$ cat src/design/gecb_pkg.sv
`timescale 1ns / 1ps

package gecb_pkg;

  localparam int DEPTH_DEF     = 1024;
  localparam int POS_WIDTH_DEF = 48;

  // Command queue between the front and the back.
  localparam int QDEPTH  = 2;
  localparam int Q_PTR_W = 1;
  localparam int Q_CNT_W = 2;

  localparam int CFG_IDX_W  = 2;
  localparam int CFG_DATA_W = 16;

  localparam logic [CFG_IDX_W-1:0] CFG_IDX_MODE     = 2'd0;
  localparam logic [CFG_IDX_W-1:0] CFG_IDX_CAPACITY = 2'd1;

  localparam logic [1:0]  MODE_RESET     = 2'd0;
  localparam logic [10:0] CAPACITY_RESET = 11'd1024;

  typedef enum logic [1:0] {
    FUNC_RECORD = 2'd0,
    FUNC_BEGIN  = 2'd1,
    FUNC_END    = 2'd2,
    FUNC_READ   = 2'd3
  } func_t;

  typedef enum logic [1:0] {
    RM_WRITE = 2'd0,
    RM_TOUCH = 2'd1,
    RM_LATCH = 2'd2
  } rec_mode_t;

  typedef enum logic [2:0] {
    ST_OK        = 3'd0,
    ST_IDLE      = 3'd1,
    ST_INVALID   = 3'd2,
    ST_BACKWARD  = 3'd3,
    ST_FULL      = 3'd4,
    ST_REJECT    = 3'd5,
    ST_BAD_INDEX = 3'd6
  } status_t;

  typedef enum logic {
    BK_EXEC = 1'b0,
    BK_READ = 1'b1
  } back_state_t;

  typedef struct packed {
    logic [1:0]  func;
    logic [47:0] tick_position;
    logic [31:0] sample_bits;
    logic        gesture_held;
    logic [9:0]  read_index;
  } in_item_t;

  typedef struct packed {
    logic [2:0]  status;
    logic [10:0] point_count;
    logic [31:0] drop_count;
    logic [47:0] out_position;
    logic [31:0] out_value_bits;
    logic        is_recording;
  } out_item_t;

  // Classified command as it travels through the queue.
  typedef struct packed {
    func_t       op;
    logic        nonfinite;
    logic [47:0] pos;
    logic [31:0] bits;
    logic        held;
    logic [9:0]  idx;
  } cmd_t;

  typedef struct packed {
    logic valid;
    cmd_t cmd;
  } cmd_beat_t;

endpackage

$ cat src/design/gecb_queue.sv
`timescale 1ns / 1ps

module gecb_queue (
  input  logic                clk,
  input  logic                rst_n,
  input  gecb_pkg::cmd_beat_t push,
  output logic                push_ready,
  output gecb_pkg::cmd_beat_t head,
  input  logic                pop
);

  gecb_pkg::cmd_t entry_r [gecb_pkg::QDEPTH];

  logic [gecb_pkg::Q_PTR_W-1:0] wr_ptr_r, wr_ptr_nxt;
  logic [gecb_pkg::Q_PTR_W-1:0] rd_ptr_r, rd_ptr_nxt;
  logic [gecb_pkg::Q_CNT_W-1:0] count_r, count_nxt;
  logic                         do_push, do_pop;

  assign push_ready = (count_r != gecb_pkg::Q_CNT_W'(gecb_pkg::QDEPTH));
  assign do_push    = push.valid && push_ready;
  assign do_pop     = pop && (count_r != '0);

  assign head.valid = (count_r != '0);
  assign head.cmd   = entry_r[rd_ptr_r];

  always_comb begin
    wr_ptr_nxt = wr_ptr_r;
    rd_ptr_nxt = rd_ptr_r;
    count_nxt  = count_r;
    if (do_push) begin
      wr_ptr_nxt = (wr_ptr_r == gecb_pkg::Q_PTR_W'(gecb_pkg::QDEPTH - 1)) ? '0 : wr_ptr_r + 1'b1;
    end
    if (do_pop) begin
      rd_ptr_nxt = (rd_ptr_r == gecb_pkg::Q_PTR_W'(gecb_pkg::QDEPTH - 1)) ? '0 : rd_ptr_r + 1'b1;
    end
    if (do_push && !do_pop) begin
      count_nxt = count_r + 1'b1;
    end else if (do_pop && !do_push) begin
      count_nxt = count_r - 1'b1;
    end
  end

  always_ff @(posedge clk) begin
    if (!rst_n) begin
      wr_ptr_r <= '0;
      rd_ptr_r <= '0;
      count_r  <= '0;
    end else begin
      wr_ptr_r <= wr_ptr_nxt;
      rd_ptr_r <= rd_ptr_nxt;
      count_r  <= count_nxt;
    end
  end

  always_ff @(posedge clk) begin
    if (do_push) begin
      entry_r[wr_ptr_r] <= push.cmd;
    end
  end

  a_count_bound: assert property (@(posedge clk) disable iff (!rst_n)
    count_r <= gecb_pkg::Q_CNT_W'(gecb_pkg::QDEPTH))
    else $error("command queue holds more beats than its depth");

  a_pop_needs_entry: assert property (@(posedge clk) disable iff (!rst_n)
    (pop && !push.valid && count_r == gecb_pkg::Q_CNT_W'(1)) |=> !head.valid)
    else $error("queue did not drain after its last beat was popped");

endmodule

$ cat config.mk
export PLATFORM = sky130hd
export DESIGN_NAME = gecb_queue
export DESIGN_NICKNAME = d
export VERILOG_FILES = /design/src/design/gecb_pkg.sv /design/src/design/gecb_queue.sv
export SDC_FILE = /design/constraint.sdc
export NUM_CORES = 1
export LEC_CHECK = 0
export BUFFER_PORTS_ARGS = -buffer_cell sky130_fd_sc_hd__buf_2
export CORE_ASPECT_RATIO = 1.75
export CORE_MARGIN = 8
export CORE_UTILIZATION = 40
export CTS_BUF_LIST = sky130_fd_sc_hd__clkbuf_4
export CTS_CLUSTER_DIAMETER = 200
export CTS_CLUSTER_SIZE = 30
export DETAILED_ROUTE_END_ITERATION = 6
export PLACE_DENSITY = 0.66
export SLEW_MARGIN = 20
export SYNTH_ARGS = -nofsm -noshare
export SYNTH_HDL_FRONTEND = slang
export SYNTH_SLANG_ARGS = --single-unit
$ cat constraint.sdc
create_clock -name clk -period 3.1 [get_ports clk]
set_clock_uncertainty 0.2 [all_clocks]
set_input_delay 0 -clock clk [delete_from_list [all_inputs] [get_ports clk]]
set_output_delay 0 -clock clk [all_outputs]
set_load 0.01 [all_outputs]
==> results of run 1 <==
per-stage QoR:
| stage | cells | utilization [%] |
|---|---|---|
| after floorplan | 316 | - |
| after detailed placement | 736 | 47.7 |
| after global placement | 736 | 47.7 |
logic make-up after synthesis:
family,synth area share [%]
compound gates,0.499
xor+xnor,0.375
fa+ha+maj,0.178
flops,81.9
buf+inv,1.02
simple gates,0.928
mux,15.1
==> qor.yml, run 1 <==
dpl_cell_area_um2: 8280
rows: 64
synth-seq-cells: 193
root_buffer: "clkbuf_4"
synth.most_common_cell: "edfxtp_1"
synth_top_cell_area_share_pct: 80.5
place_congestion: 0.701
cts.htree.levels: 4
post-dp-hpwl_mm: 10.3
yosys_warnings: 0
cts-buffers-inserted: 17
post_cts_buffers: 0
start_util_pct: 40.4
syn-instance-count: 316
synth_area_leaders: "edfxtp_1, mux2_2, dfxtp_1"
clkSinkCount: 193
synth_ff_type: "edfxtp_1"
lastStage: "clock tree synthesis (4_1_cts)"
die_w_um: 116
portBuffers: 193
synth_area_leader_cell: "edfxtp_1"
pin_count: 194
yosysSeqAreaShare_pct: 81.9
async_flop_share_pct: 0
cts-resized-gates: 0
syn_nets: 415
avgSynthCellArea_um2: 22.2
synth_cell_types: 20
synth_common_cells: "edfxtp_1, mux2_2, buf_4"
clockBufferDepth: 2
synth_edf_count: 188
cts_hold_buf: 154
die_h_um: 191
error: "[ERROR RSZ-0060] Max buffer count reached."
outcome: "did not finish"
post-place-ws_ns: 1.06
syn-cell-area_um2: 7010
==> inputs of run 2 (changes only) <==
==> config.mk (replaced) <==
export PLATFORM = sky130hd
export DESIGN_NAME = gecb_queue
export DESIGN_NICKNAME = d
export VERILOG_FILES = /design/src/design/gecb_pkg.sv /design/src/design/gecb_queue.sv
export SDC_FILE = /design/constraint.sdc
export NUM_CORES = 1
export LEC_CHECK = 0
export BUFFER_PORTS_ARGS = -buffer_cell sky130_fd_sc_hd__buf_2
export CORE_MARGIN = 8
export CORE_UTILIZATION = 25
export DETAILED_ROUTE_END_ITERATION = 6
export PLACE_DENSITY_LB_ADDON = 0.15
export SLEW_MARGIN = 20
export SYNTH_ARGS = -nofsm -noshare
export SYNTH_HDL_FRONTEND = slang
export SYNTH_SLANG_ARGS = --single-unit
==> constraint.sdc (replaced) <==
create_clock -name clk -period 4 [get_ports clk]
set_clock_uncertainty 0.2 [all_clocks]
set_input_delay 0 -clock clk [delete_from_list [all_inputs] [get_ports clk]]
set_output_delay 0 -clock clk [all_outputs]
set_load 0.01 [all_outputs]
==> qor.yml, run 2 <==
ant_nets: 0
cts.htree.levels: 4  # unchanged
syn_nets: 415  # unchanged
drt_first_pass_iters: 4
drt_iter0_markers: 103
layout_commonest_cell: "buf_2"
rows: 61  # was 64
synth.most_common_cell: "edfxtp_1"  # unchanged
cp_max_fo: 69
p_leak_nw: 3.69
drive_gt1_share_pct: 52.1
cp.arrival_ns: 2.35
finalSetupViolations: 0
avgRoutedWirePerCell_um: 15.9
grt_pass1_vias: 4517
grt_max_degree: 70
place_congestion: 0.698  # was 0.701
synth_common_cells: "edfxtp_1, mux2_2, buf_4"  # unchanged
fmax_mhz: 392
pin_count: 194  # unchanged
post_cts_buffers: 0  # unchanged
rsz0062_at_grt: "no"
clockBufferDepth: 2  # unchanged
cts-resized-gates: 0  # unchanged
nets: 720
clk_pin_slew_worst_paths_ns: 0.08
synth_area_leaders: "edfxtp_1, mux2_2, dfxtp_1"  # unchanged
synth_ff_type: "edfxtp_1"  # unchanged
drv_cap: 0
required_ns: 3.80
die_w_um: 184  # was 116 um
powerDensity_nw_per_um2: 566
cp-start-kind: "flop"
multi_input_area_um2: 1200
syn-instance-count: 316  # unchanged
post-dp-hpwl_mm: 10.3  # about the same
cts_hold_buf: 98  # was 154
setup_tns_ns: 0
vias: 3962
biggestRegsByFlops: "entry_r (188), count_r (2)"
most-common-layout-cells: "buf_2, edfxtp_1, dlygate4sd3_1, mux2_2, clkbuf_16"
period_needed_ns: 2.55
portBuffers: 193  # unchanged
async_flop_share_pct: 0  # unchanged
endpoint_kind: "output pin"
core_area_um2: 27700
regArea_um2: 5750
dpl_cell_area_um2: 8450  # was 8280 um^2
relSlewSlack_pct: 32.7
die_h_um: 184  # was 191 um
hold_violations: 0
yosysSeqAreaShare_pct: 81.9  # unchanged
largest_reg_flops: 188
globalRouteTotalUtil_pct: 9.65
synth-seq-cells: 193  # unchanged
wirelength_mm: 16.1
cts_tree: "yes"
overflow: 0
ir_drop_v: 0.000309
tightest_slew_ns: 1.01
synth_area_leader_cell: "edfxtp_1"  # unchanged
fill_cells: 2655
drc_errors: 0
synthToLayoutAreaGrowth_pct: 42.5
design_area_um2: 10000
insertedDiodeCount: 0
slew_viol_final: 0
start_util_pct: 25.3  # was 40.4%
antenna_found_initial: 0
hp-class: "in -> reg"
avgSynthCellArea_um2: 22.2  # unchanged
synth_cell_types: 20  # unchanged
path_class: "reg -> out"
syn-cell-area_um2: 7010  # unchanged
via_per_inst: 3.92
yosys_warnings: 0  # unchanged
clk_latency_ns: 0.42
synth_edf_count: 188  # unchanged
clkSinkCount: 193  # unchanged
fin_crit_sh_pct: 63.8
synth_top_cell_area_share_pct: 80.5  # unchanged
cts-buffers-inserted: 17  # unchanged
grt_pass1_wl_mm: 24.9
root_buffer: "clkbuf_16"  # was clkbuf_4
die-area_um2: 33700
top_register: "entry_r"
outcome: "complete, no violations"  # was did not finish
[run 2: cell counts after synthesis]
No cell type changed its count.
[run 2: final cells by class]
class / instances / share of cell area [%]
Inverter: 1 / 0.0626
Sequential cell: 193 / 57.5
Clock inverter: 15 / 1.45
Multi-Input combinational cell: 112 / 12.0
Clock buffer: 17 / 4.25
Timing Repair Buffer: 296 / 20.0
Tap cell: 378 / 4.73
[run 2: path summary, 6_finish.rpt]
| path | startpoint | endpoint | slack [ns] | depth (start not counted) |
|---|---|---|---|---|
| max reg2reg | count_r[0] | entry_r[0][57] | 1.69 | 4 |
| max | flop | head[19] | 1.45 | 3 |
| min | push[10] | entry_r[1][10] | 0.08 | 2 |
| min reg2reg | count_r[1] | count_r[1] | 0.37 | 2 |
[run 2: cell families after synthesis]
logic type	after synthesis	share of synthesized area [%]
multiplexers	94	15.1
adder cells (fa/ha/maj)	1	0.178
XOR/XNOR	3	0.375
AND/OR/NAND/NOR	9	0.928
flip-flops	193	81.9
buffers and inverters	11	1.02
AO/OA/AOI/OAI	5	0.499
[run 2: per-stage QoR]
step                hold slack, ns  worst slack (ns)  utilization [%]  cells  total power [mW]
detailed placement        -0.00687              1.60             30.5    882              4.03
global route                0.0673              1.26             36.1   1012              5.96
CTS                         0.0525              1.28             36.1   1012              5.79
floorplan                   -0.101             0.535                -    316              3.48
finish                      0.0829              1.45             36.1   1012              5.66
global placement           -0.0111              1.68             30.5    882              4.01
[run 2: layer usage]
layer	vias up	wire [um]	global-route usage, %
met3	15	1260	4.21
met2	126	7690	15.9
li1	1863	-	-
met5	-	0	0
met1	1958	6970	11.1
met4	0	200	3.29
[run 2: worst max-delay path, cell delays in order (launching register included)]
cell	delay, ns
dfxtp_4	1.02
buf_4	0.38
mux2_2	0.37
buf_2	0.14
[run 2: power by group]
part | switching, mW | internal [mW] | leakage [nW]
Sequential | 0.160 | 2.52 | 1.80
Clock | 0.817 | 0.832 | 0.286
Combinational | 0.649 | 0.679 | 1.60
Note: power is estimated with default switching activity, not from simulation.
